===== config.mk =====
export PLATFORM = sky130hd
export DESIGN_NAME = deadline_timer_queue_top_flat
export DESIGN_NICKNAME = d
export VERILOG_FILES = /design/src/sv/dtq_pkg.sv /design/src/sv/dtq_if.sv /design/src/sv/dtq_mem.sv /design/src/sv/dtq_ctrl.sv /design/src/sv/deadline_timer_queue_top.sv /design/src/flat_wrapper.sv
export SDC_FILE = /design/constraint.sdc
export NUM_CORES = 1
export LEC_CHECK = 0
export BUFFER_PORTS_ARGS = -buffer_cell sky130_fd_sc_hd__buf_2
export CAP_MARGIN = 25
export CORE_UTILIZATION = 45
export CTS_CLUSTER_DIAMETER = 200
export DETAILED_ROUTE_END_ITERATION = 8
export GPL_ROUTABILITY_DRIVEN = 1
export PLACE_DENSITY = 0.67
export RECOVER_POWER = 25
export SLEW_MARGIN = 20
export SYNTH_ARGS = -nofsm -noshare
export SYNTH_HDL_FRONTEND = slang
export SYNTH_SLANG_ARGS = --single-unit
export TNS_END_PERCENT = 1

===== constraint.sdc =====
create_clock -name clk -period 4.8 [get_ports clk]
set_input_delay 1.2 -clock clk [delete_from_list [all_inputs] [get_ports clk]]
set_output_delay 1.2 -clock clk [all_outputs]
set_load 0.1 [all_outputs]

===== src/sv/dtq_pkg.sv =====
`default_nettype none
package dtq_pkg;

  localparam logic [1:0] OP_SUBMIT = 2'd0;
  localparam logic [1:0] OP_CANCEL = 2'd1;
  localparam logic [1:0] OP_TICK   = 2'd2;
  localparam logic [1:0] OP_STOP   = 2'd3;

  localparam logic [1:0] CODE_EXPIRED = 2'd0;
  localparam logic [1:0] CODE_STOPPED = 2'd1;
  localparam logic [1:0] CODE_FULL    = 2'd2;

endpackage
`default_nettype wire


===== src/sv/dtq_if.sv =====
`default_nettype none
interface dtq_in_if #(
  parameter int TIME_BITS = 32,
  parameter int ID_BITS   = 8
);
  logic                 valid;
  logic                 ready;
  logic [1:0]           operation;
  logic [ID_BITS-1:0]   timer_id;
  logic [TIME_BITS-1:0] deadline;
  logic [TIME_BITS-1:0] now;

  modport source (output valid, operation, timer_id, deadline, now, input ready);
  modport sink   (input valid, operation, timer_id, deadline, now, output ready);
endinterface

interface dtq_out_if #(
  parameter int ID_BITS = 8
);
  logic               valid;
  logic               ready;
  logic [ID_BITS-1:0] done_id;
  logic [1:0]         completion;
  logic               last;

  modport source (output valid, done_id, completion, last, input ready);
  modport sink   (input valid, done_id, completion, last, output ready);
endinterface
`default_nettype wire


===== src/sv/dtq_mem.sv =====
`default_nettype none
module dtq_mem #(
  parameter int DEPTH = 16,
  parameter int WIDTH = 40,
  parameter int AW    = 4
) (
  input  wire logic             clk,
  input  wire logic             rd_en,
  input  wire logic [AW-1:0]    raddr,
  output logic      [WIDTH-1:0] rdata,
  input  wire logic             wr_en,
  input  wire logic [AW-1:0]    waddr,
  input  wire logic [WIDTH-1:0] wdata
);

  logic [WIDTH-1:0] mem [DEPTH];

  always_ff @(posedge clk) begin
    if (wr_en) begin
      mem[waddr] <= wdata;
    end
    if (rd_en) begin
      rdata <= mem[raddr];
    end
  end

endmodule
`default_nettype wire


===== src/sv/dtq_ctrl.sv =====
`default_nettype none
module dtq_ctrl #(
  parameter int DEPTH     = 16,
  parameter int TIME_BITS = 32,
  parameter int ID_BITS   = 8,
  parameter int IW        = 4,
  parameter int CW        = 5
) (
  input  wire logic                         clk,
  input  wire logic                         rst,
  dtq_in_if.sink                            in_ch,
  dtq_out_if.source                         out_ch,
  output logic                              mem_rd_en,
  output logic [IW-1:0]                     mem_raddr,
  input  wire logic [TIME_BITS+ID_BITS-1:0] mem_rdata,
  output logic                              mem_wr_en,
  output logic [IW-1:0]                     mem_waddr,
  output logic [TIME_BITS+ID_BITS-1:0]      mem_wdata
);
  import dtq_pkg::*;

  typedef enum logic [3:0] {
    S_IDLE, S_SC_RD, S_SC_EV, S_SC_DONE, S_SH_RD, S_SH_WR, S_WR_NEW,
    S_CSH_RD, S_CSH_WR, S_CFIN, S_EX_RD, S_EX_EV, S_FIN
  } state_t;

  state_t               state;
  logic [1:0]           op;
  logic [ID_BITS-1:0]   id;
  logic [TIME_BITS-1:0] dl;
  logic [TIME_BITS-1:0] tnow;
  logic [CW-1:0]        idx;
  logic [CW-1:0]        pos;
  logic [CW-1:0]        fpos;
  logic                 found;
  logic                 posset;
  logic [IW-1:0]        head;
  logic [CW-1:0]        count;

  logic                 hold_valid;
  logic [ID_BITS-1:0]   hold_id;
  logic [1:0]           hold_code;
  logic                 out_valid;
  logic [ID_BITS-1:0]   out_id;
  logic [1:0]           out_code;
  logic                 out_last;

  logic [TIME_BITS-1:0] e_dl;
  logic [ID_BITS-1:0]   e_id;
  logic                 out_free;
  logic                 emit_ok;
  logic                 emit_req;
  logic [ID_BITS-1:0]   emit_id;
  logic [1:0]           emit_code;
  logic                 emit_push;
  logic                 fin_push;
  logic                 due;
  logic                 sub_emit;
  logic [CW-1:0]        idx_inc;

  // logical slot to physical address in the ring
  function automatic logic [IW-1:0] phys(input logic [IW-1:0] h, input logic [CW-1:0] off);
    logic [IW:0] s;
    s = {1'b0, h} + (IW+1)'(off);
    if (s >= (IW+1)'(DEPTH)) s = s - (IW+1)'(DEPTH);
    return s[IW-1:0];
  endfunction

  assign e_dl      = mem_rdata[TIME_BITS+ID_BITS-1:ID_BITS];
  assign e_id      = mem_rdata[ID_BITS-1:0];
  assign out_free  = !out_valid || out_ch.ready;
  assign emit_ok   = !hold_valid || out_free;
  assign emit_push = emit_req && emit_ok && hold_valid;
  assign fin_push  = (state == S_FIN) && hold_valid && out_free;
  assign due       = (op == OP_STOP) || (e_dl <= tnow);
  assign sub_emit  = (op == OP_SUBMIT) && !found && ((dl <= tnow) || (count == CW'(DEPTH)));
  assign idx_inc   = idx + CW'(1);

  assign in_ch.ready       = (state == S_IDLE);
  assign out_ch.valid      = out_valid;
  assign out_ch.done_id    = out_id;
  assign out_ch.completion = out_code;
  assign out_ch.last       = out_last;

  always_comb begin
    mem_rd_en = 1'b0;
    mem_raddr = head;
    mem_wr_en = 1'b0;
    mem_waddr = phys(head, idx);
    mem_wdata = mem_rdata;
    emit_req  = 1'b0;
    emit_id   = id;
    emit_code = CODE_EXPIRED;
    unique case (state)
      S_SC_RD: begin
        mem_rd_en = 1'b1;
        mem_raddr = phys(head, idx);
      end
      S_SC_DONE: begin
        emit_req  = sub_emit;
        emit_code = (dl <= tnow) ? CODE_EXPIRED : CODE_FULL;
      end
      S_SH_RD: begin
        mem_rd_en = 1'b1;
        mem_raddr = phys(head, idx - CW'(1));
      end
      S_SH_WR: mem_wr_en = 1'b1;
      S_WR_NEW: begin
        mem_wr_en = 1'b1;
        mem_waddr = phys(head, pos);
        mem_wdata = {dl, id};
      end
      S_CSH_RD: begin
        mem_rd_en = 1'b1;
        mem_raddr = phys(head, idx_inc);
      end
      S_CSH_WR: mem_wr_en = 1'b1;
      S_CFIN: begin
        emit_req  = 1'b1;
        emit_code = CODE_STOPPED;
      end
      S_EX_RD: mem_rd_en = (count != '0);
      S_EX_EV: begin
        emit_req  = due;
        emit_id   = e_id;
        emit_code = (op == OP_STOP) ? CODE_STOPPED : CODE_EXPIRED;
      end
      default: ;
    endcase
  end

  always_ff @(posedge clk) begin
    if (rst) begin
      state      <= S_IDLE;
      head       <= '0;
      count      <= '0;
      hold_valid <= 1'b0;
      out_valid  <= 1'b0;
    end else begin
      if (emit_push || fin_push) begin
        out_valid <= 1'b1;
        out_id    <= hold_id;
        out_code  <= hold_code;
        out_last  <= fin_push;
      end else if (out_valid && out_ch.ready) begin
        out_valid <= 1'b0;
      end

      // one result is held back so that the final one can carry last
      if (emit_req && emit_ok) begin
        hold_valid <= 1'b1;
        hold_id    <= emit_id;
        hold_code  <= emit_code;
      end else if (fin_push) begin
        hold_valid <= 1'b0;
      end

      unique case (state)
        S_IDLE: begin
          if (in_ch.valid) begin
            op     <= in_ch.operation;
            id     <= in_ch.timer_id;
            dl     <= in_ch.deadline;
            tnow   <= in_ch.now;
            idx    <= '0;
            pos    <= count;
            found  <= 1'b0;
            posset <= 1'b0;
            if (in_ch.operation == OP_SUBMIT || in_ch.operation == OP_CANCEL) begin
              state <= (count == '0) ? S_SC_DONE : S_SC_RD;
            end else begin
              state <= S_EX_RD;
            end
          end
        end
        S_SC_RD: state <= S_SC_EV;
        S_SC_EV: begin
          if (e_id == id) begin
            found <= 1'b1;
            fpos  <= idx;
          end
          if (!posset && !((e_dl < dl) || ((e_dl == dl) && (e_id < id)))) begin
            pos    <= idx;
            posset <= 1'b1;
          end
          idx   <= idx_inc;
          state <= (idx_inc == count) ? S_SC_DONE : S_SC_RD;
        end
        S_SC_DONE: begin
          if (op == OP_SUBMIT) begin
            if (found) begin
              state <= S_EX_RD;
            end else if (sub_emit) begin
              if (emit_ok) state <= S_EX_RD;
            end else begin
              idx   <= count;
              state <= (count == pos) ? S_WR_NEW : S_SH_RD;
            end
          end else begin
            if (!found) begin
              state <= S_EX_RD;
            end else begin
              idx   <= fpos;
              state <= (fpos + CW'(1) < count) ? S_CSH_RD : S_CFIN;
            end
          end
        end
        S_SH_RD: state <= S_SH_WR;
        S_SH_WR: begin
          idx   <= idx - CW'(1);
          state <= (idx - CW'(1) == pos) ? S_WR_NEW : S_SH_RD;
        end
        S_WR_NEW: begin
          count <= count + CW'(1);
          state <= S_EX_RD;
        end
        S_CSH_RD: state <= S_CSH_WR;
        S_CSH_WR: begin
          idx   <= idx_inc;
          state <= (idx + CW'(2) == count) ? S_CFIN : S_CSH_RD;
        end
        S_CFIN: begin
          if (emit_ok) begin
            count <= count - CW'(1);
            state <= S_EX_RD;
          end
        end
        S_EX_RD: state <= (count == '0) ? S_FIN : S_EX_EV;
        S_EX_EV: begin
          if (!due) begin
            state <= S_FIN;
          end else if (emit_ok) begin
            head  <= phys(head, CW'(1));
            count <= count - CW'(1);
            state <= S_EX_RD;
          end
        end
        S_FIN: begin
          if (!hold_valid || out_free) begin
            state <= S_IDLE;
          end
        end
        default: state <= S_IDLE;
      endcase
    end
  end

endmodule
`default_nettype wire


===== src/sv/deadline_timer_queue_top.sv =====
// Channel  Dir  Payload                                 Handshake
// in_ch    in   operation, timer_id, deadline, now      valid/ready
// out_ch   out  done_id, completion, last               valid/ready
//
// One item at a time: the sequencer scans each pending entry for the id and
// insert position, moves entries on insert or cancel, expires or flushes
// entries from the head, and steps through accept, decision, new-entry write,
// head check and last flush, one memory access a cycle with a registered read.
// Reset (rst, synchronous) empties the queue; memory contents are not cleared.
// A stalled out_ch holds the sequencer at its next completion; in_ch is
// ready again once the last completion of an item sits in the output register.
`default_nettype none
module deadline_timer_queue_top #(
  parameter int QUEUE_DEPTH = 16,
  parameter int TIME_BITS   = 32,
  parameter int ID_BITS     = 8
) (
  input wire logic  clk,
  input wire logic  rst,
  dtq_in_if.sink    in_ch,
  dtq_out_if.source out_ch
);

  localparam int IW = (QUEUE_DEPTH > 1) ? $clog2(QUEUE_DEPTH) : 1;
  localparam int CW = $clog2(QUEUE_DEPTH + 1);
  localparam int EW = TIME_BITS + ID_BITS;

  logic          rd_en;
  logic [IW-1:0] raddr;
  logic [EW-1:0] rdata;
  logic          wr_en;
  logic [IW-1:0] waddr;
  logic [EW-1:0] wdata;

  dtq_mem #(.DEPTH(QUEUE_DEPTH), .WIDTH(EW), .AW(IW)) u_mem (
    .clk(clk), .rd_en(rd_en), .raddr(raddr), .rdata(rdata),
    .wr_en(wr_en), .waddr(waddr), .wdata(wdata)
  );

  dtq_ctrl #(
    .DEPTH(QUEUE_DEPTH), .TIME_BITS(TIME_BITS), .ID_BITS(ID_BITS), .IW(IW), .CW(CW)
  ) u_ctrl (
    .clk(clk), .rst(rst), .in_ch(in_ch), .out_ch(out_ch),
    .mem_rd_en(rd_en), .mem_raddr(raddr), .mem_rdata(rdata),
    .mem_wr_en(wr_en), .mem_waddr(waddr), .mem_wdata(wdata)
  );

endmodule
`default_nettype wire


===== src/flat_wrapper.sv =====
// flat-port wrapper written by rule: the top's interface ports become plain ports
module deadline_timer_queue_top_flat 
#(
  parameter int QUEUE_DEPTH = 16,
  parameter int TIME_BITS   = 32,
  parameter int ID_BITS     = 8
)
  (clk, rst, in_ch_valid, in_ch_operation, in_ch_timer_id, in_ch_deadline, in_ch_now, in_ch_ready, out_ch_valid, out_ch_done_id, out_ch_completion, out_ch_last, out_ch_ready);
  dtq_in_if #(.TIME_BITS(TIME_BITS), .ID_BITS(ID_BITS)) in_ch_i ();
  dtq_out_if #(.ID_BITS(ID_BITS)) out_ch_i ();
  input wire logic clk;
  input wire logic rst;
  input wire logic [$bits(in_ch_i.valid)-1:0] in_ch_valid;
  input wire logic [$bits(in_ch_i.operation)-1:0] in_ch_operation;
  input wire logic [$bits(in_ch_i.timer_id)-1:0] in_ch_timer_id;
  input wire logic [$bits(in_ch_i.deadline)-1:0] in_ch_deadline;
  input wire logic [$bits(in_ch_i.now)-1:0] in_ch_now;
  output wire logic [$bits(in_ch_i.ready)-1:0] in_ch_ready;
  output wire logic [$bits(out_ch_i.valid)-1:0] out_ch_valid;
  output wire logic [$bits(out_ch_i.done_id)-1:0] out_ch_done_id;
  output wire logic [$bits(out_ch_i.completion)-1:0] out_ch_completion;
  output wire logic [$bits(out_ch_i.last)-1:0] out_ch_last;
  input wire logic [$bits(out_ch_i.ready)-1:0] out_ch_ready;
  assign in_ch_i.valid = in_ch_valid;
  assign in_ch_i.operation = in_ch_operation;
  assign in_ch_i.timer_id = in_ch_timer_id;
  assign in_ch_i.deadline = in_ch_deadline;
  assign in_ch_i.now = in_ch_now;
  assign in_ch_ready = in_ch_i.ready;
  assign out_ch_valid = out_ch_i.valid;
  assign out_ch_done_id = out_ch_i.done_id;
  assign out_ch_completion = out_ch_i.completion;
  assign out_ch_last = out_ch_i.last;
  assign out_ch_i.ready = out_ch_ready;
  deadline_timer_queue_top #(.QUEUE_DEPTH(QUEUE_DEPTH), .TIME_BITS(TIME_BITS), .ID_BITS(ID_BITS)) u_core (.clk(clk), .rst(rst), .in_ch(in_ch_i), .out_ch(out_ch_i));
endmodule

# Yosys cells after proc, flatten, opt, wreduce, memory -nomap -nowiden
# Memories as Yosys holds them, arrays and structs flattened. A register that Yosys moved wholly into a read port is not among the register bits.
# Cells that the tools add are included.
[word_totals] ramBits=640 reg_bits=127 n_memories=1 output_inout_bits=13
[op_classes] add_sub_neg=16 n_reduce_logical=44 n_mux=55 bitwise=1 n_eq_ne=29 order_cmp=10
[memory_table] memory="u_core.u_mem.mem" words=16 width=40 read_ports=1 rd_ports_with_merged_regs=1 wr=1 line_no="dtq_mem.sv:16" rtl="logic [WIDTH-1:0] mem [DEPTH];"
[ops] op="4-bit two-way mux" n=17
[ops] op="32-bit less-or-equal comparator" n=2
[ops] op="4-bit one-hot mux with 13 select lines" n=1
[ops] op="5-bit two-way mux" n=9
[ops] op="40-bit two-way mux" n=1
[ops] op="32-bit equality test" n=1
[ops] op="32-bit less-than comparator" n=1
[ops] op="5-bit greater-or-equal comparator (second input constant)" n=5
[ops] op="4-bit by 5-bit adder with 5-bit output" n=4
[ops] op="4-bit equality test (second input constant)" n=5
[ops] op="5-bit equality test" n=4
[ops] op="5-bit one-hot mux with 4 select lines" n=1
[ops] op="4-bit by 1-bit subtractor with 4-bit output (second input constant)" n=5
[ops] op="4-bit by 3-bit equality test with 1-bit output (second input constant)" n=4
[ops] op="5-bit by 1-bit adder with 5-bit output (second input constant)" n=3
[ops] op="5-bit one-hot mux with 3 select lines" n=1
[ops] op="4-bit one-hot mux with 3 select lines" n=1
[ops] op="1-bit two-way mux" n=11
[ops] op="2-bit two-way mux" n=5
[ops] op="2-bit != test (second input constant)" n=5
[ops] op="5-bit one-hot mux with 2 select lines" n=1
[ops] op="5-bit by 1-bit subtractor with 5-bit output (second input constant)" n=2
[ops] op="1-bit logical AND" n=9
[ops] op="3-bit != test (second input constant)" n=3
[ops] op="31 further kinds" n=54

# Logic depth before layout (Yosys ltp)
# Gate-level depths: netlist (run 1).
[depth] depth_word=8 ltp_mapped=16

# Hierarchy
# Synthesis (run 1) repeated with hierarchy kept, for this count alone.
[unflattened] hier_cells=1963 hier_area_um2=34455.5
[by_module_without_submodules] module="dtq_mem" area_each_um2=25532.0 n_inst=1 seq_area_each_um2=20419.6 cells_per_inst=1040
[by_module_without_submodules] module="dtq_ctrl" area_each_um2=8923.6 n_inst=1 seq_area_each_um2=3663.5 cells_per_inst=923

# Worst setup path after synthesis (run 1)
# No wires, ideal clock.
[synth_path] path_kind="reg-to-reg" start="register u_core.u_ctrl.state[2]" end="register u_core.u_ctrl.dl[0], enable pin" n_path_buf=2 arrival_time_ps=6443 stages_incl_launch_ff=6 setup_slack_ps=-2149 required_ps=4294 path_cell_list="dfxtp_1 buf_2 buf_2 nor3_1 nand2_1 nor2_1"
[synth_between] elab_chain_len=2
[synth_lines] item="start: declaration" line_no="dtq_ctrl.sv:27" rtl="state_t state;"
[synth_lines] item="start signal: assignment" line_no="dtq_ctrl.sv:170" rtl="state <= (count == '0) ? S_SC_DONE : S_SC_RD;"
[synth_lines] item="start signal: assignment" line_no="dtq_ctrl.sv:187" rtl="state <= (idx_inc == count) ? S_SC_DONE : S_SC_RD;"
[synth_lines] item="start signal: assignment" line_no="dtq_ctrl.sv:197" rtl="state <= (count == pos) ? S_WR_NEW : S_SH_RD;"
[synth_lines] item="4-bit zero test"
[synth_lines] item="net in_ch_ready" line_no="flat_wrapper.sv:18" rtl="output wire logic [$bits(in_ch_i.ready)-1:0] in_ch_ready;"
[synth_lines] item="3-bit AND reduction (no source line)"
[synth_lines] item="end signal: assignment" line_no="dtq_ctrl.sv:163" rtl="dl <= in_ch.deadline;"
[synth_lines] item="end: declaration" line_no="dtq_ctrl.sv:30" rtl="logic [TIME_BITS-1:0] dl;"
# The timed path passes the listed nets, and every way through them passes these cells.
# A chain may end at the register's enable or synchronous reset.

# Worst setup path after layout (run 1)
[layout_path] start="register u_core.u_ctrl.state[3]" end="memory u_core.u_mem.mem[5][28], enable pin"
[layout_between] elab_chain_len=5 elab_cells_between_ends=8
[layout_lines] item="4-bit equality test / 4-bit by 3-bit equality test with 1-bit output (equally long branches)" line_no="dtq_ctrl.sv:94" rtl="unique case (state)"
[layout_lines] item="3-bit OR reduction (no source line)"
[layout_lines] item="1-bit two-way mux" line_no="dtq_ctrl.sv:94"
[layout_lines] item="1-bit two-way mux" line_no="dtq_mem.sv:19" rtl="if (wr_en) begin"
[layout_lines] item="1-bit two-way mux (implied by the code)" line_no="dtq_mem.sv:20" rtl="mem[waddr] <= wdata;"
[layout_lines] item="end: declaration" line_no="dtq_mem.sv:16"
# Several ways; a longest one is shown, not always the timed one.

==> reports/metrics.json, run 1 <==
{
  "critical_path_required": {"value": 5.11, "unit": "ns"},
  "reg2reg_from": {"value": "u_core.u_ctrl.state[3]"},
  "worst_case_register_to_register_setup_slack": {"value": 0.65, "unit": "ns"},
  "yosysSeqAreaShare": {"value": 0.662},
  "timing_worst_setup_path_type": {"value": "reg -> reg"},
  "finalMaxSlewViolations": {"value": 79},
  "arrival": {"value": 4.47, "unit": "ns"},
  "status": {"value": "finished with violations"},
  "mappedNetlistNets": {"value": 2506},
  "globalRouteOverflowTotal": {"value": 0},
  "grt_pass1_vias": {"value": 20100},
  "synth.top_cell.area_share": {"value": 0.653},
  "synth_top_area_cell": {"value": "sky130_fd_sc_hd__edfxtp_1"},
  "route.final.wire_length": {"value": 86000, "unit": "µm"},
  "timing.critical_path.from_type": {"value": "flop"},
  "synthFlopType": {"value": "sky130_fd_sc_hd__edfxtp_1"},
  "largest_net_degree_at_the_start_of_global_routing": {"value": 104},
  "dpl.hpwl": {"value": 52500, "unit": "µm"},
  "vdd_ir_drop_max": {"value": 0.000431, "unit": "V"},
  "rsz0062_at_grt": {"value": "no"},
  "cts_tree": {"value": "yes"},
  "yosys.cell_types.count": {"value": 78},
  "die_outline_area": {"value": 0.0820, "unit": "mm²"},
  "postCtsSetupBuffers": {"value": 0},
  "failed_checks": {"value": "capacitance limit, slew limit"},
  "synthesis_stage_register_bit_count": {"value": 807},
  "drt.antenna.violating_nets": {"value": 0},
  "number_of_i_o_pins": {"value": 91},
  "clk_path_buf_depth": {"value": 3},
  "layout.nets": {"value": 2691},
  "worstHoldPathCells": {"value": 0},
  "p_leak": {"value": 0.0165, "unit": "µW"},
  "cp_max_fo": {"value": 22},
  "tightest_slew": {"value": 1.90, "unit": "ns"},
  "multi_input_area": {"value": 0.0112, "unit": "mm²"},
  "detail_route.drc_violations": {"value": 0},
  "buffer_ports.inserted": {"value": 90},
  "largest_cells_by_area_after_synthesis": {"value": "sky130_fd_sc_hd__edfxtp_1, sky130_fd_sc_hd__mux2i_1, sky130_fd_sc_hd__ha_1, sky130_fd_sc_hd__buf_12, sky130_fd_sc_hd__nand2_1"},
  "finalWeightedCongestion": {"value": 0.886},
  "post_synthesis_instance_area": {"value": 0.0364, "unit": "mm²"},
  "clock_tree.root_cell": {"value": "sky130_fd_sc_hd__clkbuf_16"},
  "initialDrtViolationCount": {"value": 1761},
  "die_y": {"value": 286, "unit": "µm"},
  "areaGrowthSynthToFinish": {"value": 13.0, "unit": "%"},
  "synthCells": {"value": 2297},
  "clock_transition_at_path_regs": {"value": 0.06, "unit": "ns"},
  "fmaxAchievable": {"value": 241, "unit": "MHz"},
  "diodes": {"value": 0},
  "synthesis.yosys.warnings": {"value": 0},
  "avgRoutedWirePerCell": {"value": 23.9, "unit": "µm"},
  "worstReg2RegEnd": {"value": "u_core.u_mem.mem[5][28]"},
  "cts-resized-gates": {"value": 0},
  "final.period_utilization": {"value": 0.865},
  "grt_util_overall": {"value": 0.209},
  "std_cell_rows": {"value": 103},
  "share_of_layout_cells_above_drive_strength_1": {"value": 0.125},
  "syn-mean-instance-area": {"value": 15.8, "unit": "µm²"},
  "ctsHoldBuffers": {"value": 0},
  "power_density": {"value": 584, "unit": "mW/mm²"},
  "synth_enable_flop_cells": {"value": 792},
  "reg2regPathDepth": {"value": 9},
  "setup.worst_path.end": {"value": "u_core.u_mem.mem[5][28]"},
  "tns": {"value": 0, "unit": "ns"},
  "number_of_clock_sinks_seen_by_cts": {"value": 807},
  "detailroute.via_count": {"value": 20000},
  "timing.hold.worst.class": {"value": "reg -> reg"},
  "cts_buffers": {"value": 86},
  "core_area": {"value": 0.0795, "unit": "mm²"},
  "area.sequential": {"value": 0.0241, "unit": "mm²"},
  "drv.max_cap_violation_count": {"value": 1},
  "first_pass_grt_wire_length": {"value": 126000, "unit": "µm"},
  "cp-end-kind": {"value": "flop"},
  "die_x": {"value": 286, "unit": "µm"},
  "finalCoreUtilization": {"value": 0.517},
  "final_hold_viol_count": {"value": 0},
  "clock_latency": {"value": 0.65, "unit": "ns"},
  "async_s_r_ff_share_synth": {"value": 0},
  "final.fill_count": {"value": 6439},
  "post-route-min-period": {"value": 4.15, "unit": "ns"},
  "worst_setup_skew_after_layout": {"value": 0.0227, "unit": "ns"},
  "maxSlewHeadroom": {"value": -0.270},
  "finalSetupViolations": {"value": 0},
  "grt_antenna_before_repair": {"value": 1},
  "ctsHtreeMaxLevel": {"value": 3},
  "critical_path.startpoint": {"value": "u_core.u_ctrl.state[3]"},
  "initial_core_util": {"value": 0.458},
  "dr_vias_cell": {"value": 5.55},
  "first_pass_iters": {"value": 7},
  "fin_worst_hold_slack": {"value": 0.420, "unit": "ns"}
}
## power by group
part | switching, µW | leakage [µW] | internal, µW
clock network | 2760 | 0.00135 | 3840
logic | 4760 | 0.00789 | 3000
registers | 388 | 0.00727 | 9270
## cell families (layout without fill, tap and decap cells)
group           after synthesis  count (layout)  share of synthesized area
flops                       807             807                      0.662
buf+inv                     191             447                     0.0365
mux                         612             612                      0.168
simple gates                270             270                     0.0339
compound gates              245             245                     0.0437
xor+xnor                     41              41                     0.0101
fa+ha+maj                   131             131                     0.0459
## state kept, by name, indices dropped and copies added (netlist names), 8 cells and up
name / cells
u_core.u_ctrl.out_ch.done_id: 8
u_core.u_ctrl.hold_id: 8
u_core.u_ctrl.id: 8
u_core.u_mem.mem: 640
u_core.u_ctrl.tnow: 32
u_core.u_ctrl.dl: 32
u_core.u_mem.rdata: 40
## how the worst min path moves through the flow
| stage | slack, ns | from | end |
|---|---|---|---|
| 2_1_floorplan | 0.40 | u_core.u_ctrl.hold_code[0] | u_core.u_ctrl.out_ch.completion[0] |
| 3_3_place_gp | 0.41 | u_core.u_ctrl.hold_code[0] | u_core.u_ctrl.out_ch.completion[0] |
| 3_5_place_dp | 0.40 | u_core.u_ctrl.hold_id[6] | u_core.u_ctrl.out_ch.done_id[6] |
| 4_1_cts | 0.42 | u_core.u_ctrl.hold_id[6] | u_core.u_ctrl.out_ch.done_id[6] |
| 5_1_grt | 0.43 | u_core.u_ctrl.hold_id[5] | u_core.u_ctrl.out_ch.done_id[5] |
| 6_report | 0.42 | u_core.u_ctrl.hold_id[6] | u_core.u_ctrl.out_ch.done_id[6] |
## worst max-delay path: stages, from the launching register on
cell,delay [ns]
sky130_fd_sc_hd__dfxtp_1,0.33
sky130_fd_sc_hd__clkbuf_1,0.87
sky130_fd_sc_hd__inv_1,0.27
sky130_fd_sc_hd__nand2_1,0.31
sky130_fd_sc_hd__nor2_2,0.18
sky130_fd_sc_hd__mux2i_1,0.32
sky130_fd_sc_hd__xor2_1,0.22
sky130_fd_sc_hd__nand2_1,0.26
sky130_fd_sc_hd__nor2_4,0.64
sky130_fd_sc_hd__buf_4,0.39
## metrics by stage
step	cell area [µm²]	instances	total power, µW	setup slack, ns
2_1_floorplan	36400	2297	15800	0.104
3_3_place_gp	38400	3443	17400	0.803
3_5_place_dp	38400	3443	17600	0.747
4_1_cts	41200	3602	24200	0.725
5_1_grt	41100	3603	25100	0.376
6_report	41100	3603	24000	0.647
## layout make-up
type                       count  area share
inverter                      96     0.00876
multi-input combinational   1299       0.272
timing repair buffer         192      0.0335
clock inverter                55      0.0140
clock buffer                 104      0.0545
tap                         1050      0.0319
sequential                   807       0.586
## synthesized netlist by cell type (8+ instances only)
master	instances
sky130_fd_sc_hd__mux2i_1	607
sky130_fd_sc_hd__nor3_1	14
sky130_fd_sc_hd__a31oi_1	8
sky130_fd_sc_hd__buf_6	25
sky130_fd_sc_hd__a21oi_1	55
sky130_fd_sc_hd__edfxtp_1	792
sky130_fd_sc_hd__nand3_1	16
sky130_fd_sc_hd__xor2_1	17
sky130_fd_sc_hd__nor4_1	8
sky130_fd_sc_hd__ha_1	127
sky130_fd_sc_hd__inv_1	93
sky130_fd_sc_hd__xnor2_1	23
sky130_fd_sc_hd__clkbuf_1	21
sky130_fd_sc_hd__buf_12	22
sky130_fd_sc_hd__a21o_1	15
sky130_fd_sc_hd__dfxtp_1	15
sky130_fd_sc_hd__o21ai_0	80
sky130_fd_sc_hd__nand4_1	24
sky130_fd_sc_hd__o211ai_1	10
sky130_fd_sc_hd__buf_2	13
sky130_fd_sc_hd__nand2_1	117
sky130_fd_sc_hd__nor2_1	55
sky130_fd_sc_hd__nor2b_1	13
sky130_fd_sc_hd__nand2b_1	9
## routing by layer
| metal | up-vias | track usage | wire (µm) |
|---|---|---|---|
| li1 | 9230 | - | - |
| met1 | 9987 | 0.280 | 37400 |
| met2 | 611 | 0.334 | 40100 |
| met3 | 173 | 0.0471 | 5690 |
| met4 | 0 | 0.0755 | 2800 |
| met5 | - | 0 | 0 |
## cells in the final DEF, fill, tap and decap left out, types with 4 or more instances in the layout
| master | count |
|---|---|
| sky130_fd_sc_hd__a21o_1 | 15 |
| sky130_fd_sc_hd__o2111ai_1 | 4 |
| sky130_fd_sc_hd__bufinv_16 | 9 |
| sky130_fd_sc_hd__fa_1 | 4 |
| sky130_fd_sc_hd__clkbuf_16 | 87 |
| sky130_fd_sc_hd__clkinvlp_4 | 7 |
| sky130_fd_sc_hd__ha_1 | 127 |
| sky130_fd_sc_hd__inv_6 | 4 |
| sky130_fd_sc_hd__xnor2_1 | 23 |
| sky130_fd_sc_hd__buf_12 | 22 |
| sky130_fd_sc_hd__clkbuf_1 | 55 |
| sky130_fd_sc_hd__nor2_1 | 38 |
| sky130_fd_sc_hd__xor2_1 | 17 |
| sky130_fd_sc_hd__mux2i_1 | 607 |
| sky130_fd_sc_hd__o22ai_1 | 4 |
| sky130_fd_sc_hd__dfxtp_1 | 15 |
| sky130_fd_sc_hd__nand3_1 | 16 |
| sky130_fd_sc_hd__nor2_4 | 17 |
| sky130_fd_sc_hd__o31ai_1 | 5 |
| sky130_fd_sc_hd__nand2b_1 | 9 |
| sky130_fd_sc_hd__nor2b_1 | 13 |
| sky130_fd_sc_hd__edfxtp_1 | 792 |
| sky130_fd_sc_hd__nor4_1 | 8 |
| sky130_fd_sc_hd__clkinv_2 | 12 |
| sky130_fd_sc_hd__buf_4 | 54 |
| sky130_fd_sc_hd__clkinv_1 | 18 |
| sky130_fd_sc_hd__a211oi_1 | 6 |
| sky130_fd_sc_hd__nor3_1 | 13 |
| sky130_fd_sc_hd__nand2_1 | 116 |
| sky130_fd_sc_hd__a31oi_1 | 8 |
| sky130_fd_sc_hd__nand4_1 | 24 |
| sky130_fd_sc_hd__o21ai_1 | 8 |
| sky130_fd_sc_hd__a221oi_1 | 4 |
| sky130_fd_sc_hd__o21ai_0 | 78 |
| sky130_fd_sc_hd__o211ai_1 | 10 |
| sky130_fd_sc_hd__a21oi_1 | 54 |
| sky130_fd_sc_hd__inv_1 | 94 |
| sky130_fd_sc_hd__buf_2 | 77 |
| sky130_fd_sc_hd__o221ai_1 | 4 |
Power figures use the tool's default switching activity.
==> inputs of run 2 (changes only) <==
CORE_UTILIZATION = 39   (was 45)
PLACE_DENSITY = 0.58   (was 0.67)
clock period = 4.32 ns   (was 4.8 ns; I/O delays follow)
==> run 2 against run 1 <==
Against the previous run:
- the flow still finishes with violations (capacitance limit, slew limit)
- wire length increased by 6.0%
- global-route usage decreased by 1.6 points
- final cell count increased by 6.1%
- die area increased by 15%
- maximum frequency increased by 1.6%
- power increased by 13%
- sequential power increased by 11%
- critical path depth increased by 1
- sequential cell count unchanged
- core utilization decreased by 6.3 points
- critical path type unchanged
==> reports/metrics.json, run 2 (same netlist as run 1, synthesis figures left out) <==
{
  "status": {"value": "finished with violations", "change": "unchanged"},
  "failed_checks": {"value": "capacitance limit, slew limit", "change": "unchanged"},
  "finalPower": {"value": 27200, "unit": "µW", "change": "was 24,000 µW"},
  "dpl.hpwl": {"value": 57600, "unit": "µm", "change": "was 52,500 µm"},
  "layout.nets": {"value": 2726, "change": "was 2,691"},
  "core_area": {"value": 0.0921, "unit": "mm²", "change": "was 0.0795 mm²"},
  "timing_worst_setup_path_type": {"value": "reg -> reg", "change": "unchanged"},
  "die_outline_area": {"value": 0.0946, "unit": "mm²", "change": "was 0.0820 mm²"},
  "detail_route.drc_violations": {"value": 0, "change": "unchanged"},
  "globalRouteOverflowTotal": {"value": 0, "change": "unchanged"},
  "met3_usage": {"value": 0.0329, "change": "was 0.0471"},
  "timing.hold.worst.class": {"value": "reg -> reg", "change": "unchanged"},
  "critical_path_required": {"value": 4.63, "unit": "ns", "change": "was 5.11 ns"},
  "initialDrtViolationCount": {"value": 1363, "change": "was 1,761"},
  "area.sequential": {"value": 0.0241, "unit": "mm²", "change": "unchanged"},
  "rsz0062_at_grt": {"value": "no", "change": "unchanged"},
  "largest_register": {"value": "u_core.u_mem.mem", "change": "unchanged"},
  "diodes": {"value": 0, "change": "unchanged"},
  "die_x": {"value": 308, "unit": "µm", "change": "was 286 µm"},
  "worst_case_register_to_register_setup_slack": {"value": 0.23, "unit": "ns", "change": "was 0.65 ns"},
  "first_pass_grt_wire_length": {"value": 134000, "unit": "µm", "change": "was 126,000 µm"},
  "postCtsSetupBuffers": {"value": 0, "change": "unchanged"},
  "cts_buffers": {"value": 84, "change": "was 86"},
  "ctsHtreeMaxLevel": {"value": 3, "change": "unchanged"},
  "clk_path_buf_depth": {"value": 3, "change": "unchanged"},
  "drt.antenna.violating_nets": {"value": 0, "change": "unchanged"},
  "largest_reg_flops": {"value": 640, "change": "unchanged"},
  "cp_max_fo": {"value": 11, "change": "was 22"},
  "buffer_ports.inserted": {"value": 90, "change": "unchanged"},
  "multi_input_area": {"value": 0.0112, "unit": "mm²", "change": "unchanged"},
  "final.fill_count": {"value": 8072, "change": "was 6,439"},
  "slowest_stage_cell_cp": {"value": "sky130_fd_sc_hd__nor4_1", "change": "was sky130_fd_sc_hd__clkbuf_1"},
  "mostFrequentLayoutCells": {"value": "sky130_fd_sc_hd__edfxtp_1, sky130_fd_sc_hd__mux2i_1, sky130_fd_sc_hd__ha_1", "change": "unchanged"},
  "gr-usage-met1": {"value": 0.259, "change": "was 0.280"},
  "seq_power_share": {"value": 0.395, "change": "was 0.402"},
  "p_leak": {"value": 0.0167, "unit": "µW", "change": "was 0.0165 µW"},
  "number_of_clock_sinks_seen_by_cts": {"value": 807, "change": "unchanged"},
  "layout_top_registers": {"value": "u_core.u_mem.mem: 640 flops, u_core.u_mem.rdata: 40 flops", "change": "unchanged"},
  "dr_vias_cell": {"value": 5.26, "change": "was 5.55"},
  "grt_util_overall": {"value": 0.194, "change": "was 0.209"},
  "initial_core_util": {"value": 0.395, "change": "was 0.458"},
  "finalMaxSlewViolations": {"value": 96, "change": "was 79"},
  "setup_ws": {"value": 0.231, "unit": "ns", "change": "was 0.647 ns"},
  "cp_cell_sequence": {"value": "inv_1 -> ha_1 -> nand4_1 -> nor4_1 -> a22o_1 -> a31oi_1 -> a211oi_2 -> a311oi_2 -> a2111oi_2 -> buf_4", "change": "was clkbuf_1 -> inv_1 -> nand2_1 -> nor2_2 -> mux2i_1 -> xor2_1 -> nand2_1 -> nor2_4 -> buf_4"},
  "maxSlewHeadroom": {"value": -0.161, "change": "was -0.270"},
  "finalSetupViolations": {"value": 0, "change": "unchanged"},
  "power_density": {"value": 649, "unit": "mW/mm²", "change": "was 584 mW/mm²"},
  "detailroute.via_count": {"value": 20100, "change": "was 20,000"},
  "clock_transition_at_path_regs": {"value": 0.06, "unit": "ns", "change": "about the same"},
  "internal_power": {"value": 18200, "unit": "µW", "change": "was 16,100 µW"},
  "post-route-min-period": {"value": 4.09, "unit": "ns", "change": "was 4.15 ns"},
  "final_common_cell": {"value": "sky130_fd_sc_hd__edfxtp_1", "change": "unchanged"},
  "finalWeightedCongestion": {"value": 0.871, "change": "was 0.886"},
  "grt_most_used_layer": {"value": "met2", "change": "unchanged"},
  "p_sw_frac": {"value": 0.329, "change": "about the same"},
  "die_y": {"value": 308, "unit": "µm", "change": "was 286 µm"},
  "grt_pass1_vias": {"value": 20700, "change": "was 20,100"},
  "avgRoutedWirePerCell": {"value": 23.8, "unit": "µm", "change": "was 23.9 µm"},
  "cts-resized-gates": {"value": 0, "change": "unchanged"},
  "std_cell_rows": {"value": 111, "change": "was 103"},
  "largest_net_degree_at_the_start_of_global_routing": {"value": 79, "change": "was 104"},
  "arrival": {"value": 4.40, "unit": "ns", "change": "was 4.47 ns"},
  "grt.met2_usage": {"value": 0.319, "change": "was 0.334"},
  "timing.critical_path.from_type": {"value": "flop", "change": "unchanged"},
  "clock_tree.root_cell": {"value": "sky130_fd_sc_hd__clkbuf_16", "change": "unchanged"},
  "final_hold_viol_count": {"value": 0, "change": "unchanged"},
  "drv.max_cap_violation_count": {"value": 2, "change": "was 1"},
  "number_of_i_o_pins": {"value": 91, "change": "unchanged"},
  "cp-end-kind": {"value": "flop", "change": "unchanged"},
  "timing.critical_path.slowest_cell_delay": {"value": 0.59, "unit": "ns", "change": "was 0.87 ns"},
  "fmaxAchievable": {"value": 245, "unit": "MHz", "change": "was 241 MHz"},
  "vdd_ir_drop_max": {"value": 0.000311, "unit": "V", "change": "was 0.000431 V"},
  "tightest_slew": {"value": 1.74, "unit": "ns", "change": "was 1.90 ns"},
  "clockPowerShare": {"value": 0.269, "change": "was 0.275"},
  "net-switching-power": {"value": 8950, "unit": "µW", "change": "was 7910 µW"},
  "grt_antenna_before_repair": {"value": 1, "change": "unchanged"},
  "final.period_utilization": {"value": 0.946, "change": "was 0.865"},
  "route.final.wire_length": {"value": 91200, "unit": "µm", "change": "was 86,000 µm"},
  "place_ws": {"value": 0.377, "unit": "ns", "change": "was 0.747 ns"},
  "areaGrowthSynthToFinish": {"value": 15.0, "unit": "%", "change": "was 13.0%"},
  "ctsHoldBuffers": {"value": 0, "change": "unchanged"},
  "clock_latency": {"value": 0.65, "unit": "ns", "change": "about the same"},
  "share_of_layout_cells_above_drive_strength_1": {"value": 0.136, "change": "was 0.125"},
  "first_pass_iters": {"value": 5, "change": "was 7"},
  "worst_setup_skew_after_layout": {"value": 0.0473, "unit": "ns", "change": "was 0.0227 ns"},
  "comb_power_share": {"value": 0.337, "change": "was 0.323"},
  "cts_tree": {"value": "yes", "change": "unchanged"}
}
[run 2: worst paths after layout]
check	end	depth (start not counted)	start
worst max register to register	u_core.u_ctrl.out_ch.last	10	u_core.u_ctrl.tnow[15]
worst min-delay path	u_core.u_ctrl.out_ch.done_id[5]	0	u_core.u_ctrl.hold_id[5]
worst min register to register	u_core.u_ctrl.out_ch.done_id[5]	0	u_core.u_ctrl.hold_id[5]
worst max-delay path	u_core.u_ctrl.out_ch.last	10	u_core.u_ctrl.tnow[15]
[run 2: layout make-up]
class	instances	area share
multi-input cells	1299	0.267
clock buffers	103	0.0530
flip-flops and latches	807	0.576
clock inverters	47	0.0133
inverters	96	0.00861
repair buffers	229	0.0453
well taps	1243	0.0372
[run 2: worst max-delay path, delay by kind of cell (launching register included)]
kind / cells / cell delay, ns
AO/OA/AOI/OAI: 5 / 1.70
AND/OR/NAND/NOR: 2 / 0.93
flip-flops: 1 / 0.44
buffers and inverters: 2 / 0.35
adder cells (fa/ha/maj): 1 / 0.31
[run 2: stage by stage]
| step | area [µm²] | setup TNS [ns] | util | hold slack, ns | cells |
|---|---|---|---|---|---|
| floorplan | 36400 | -4.16 | - | 0.400 | 2297 |
| global placement | 39200 | 0 | 0.426 | 0.408 | 3674 |
| detailed placement | 39200 | 0 | 0.426 | 0.405 | 3674 |
| CTS | 42000 | 0 | 0.456 | 0.419 | 3824 |
| global route | 41800 | 0 | 0.454 | 0.417 | 3824 |
| finish | 41800 | 0 | 0.454 | 0.417 | 3824 |
[run 2: per-layer routing]
layer / wire (µm) / vias up
li1: - / 9298
met1: 40600 / 10200
met2: 43400 / 487
met3: 4470 / 155
met4: 2700 / 0
met5: 0 / -
[run 2: power groups by stage]
stage               sequential, µW  clock, µW  combinational [µW]
detailed placement           10900          0                9260
CTS                          10700       7450                9300
global placement             10900          0                9100
floorplan                    10700          0                6860
finish                       10700       7310                9140
global route                 10800       7750                9940
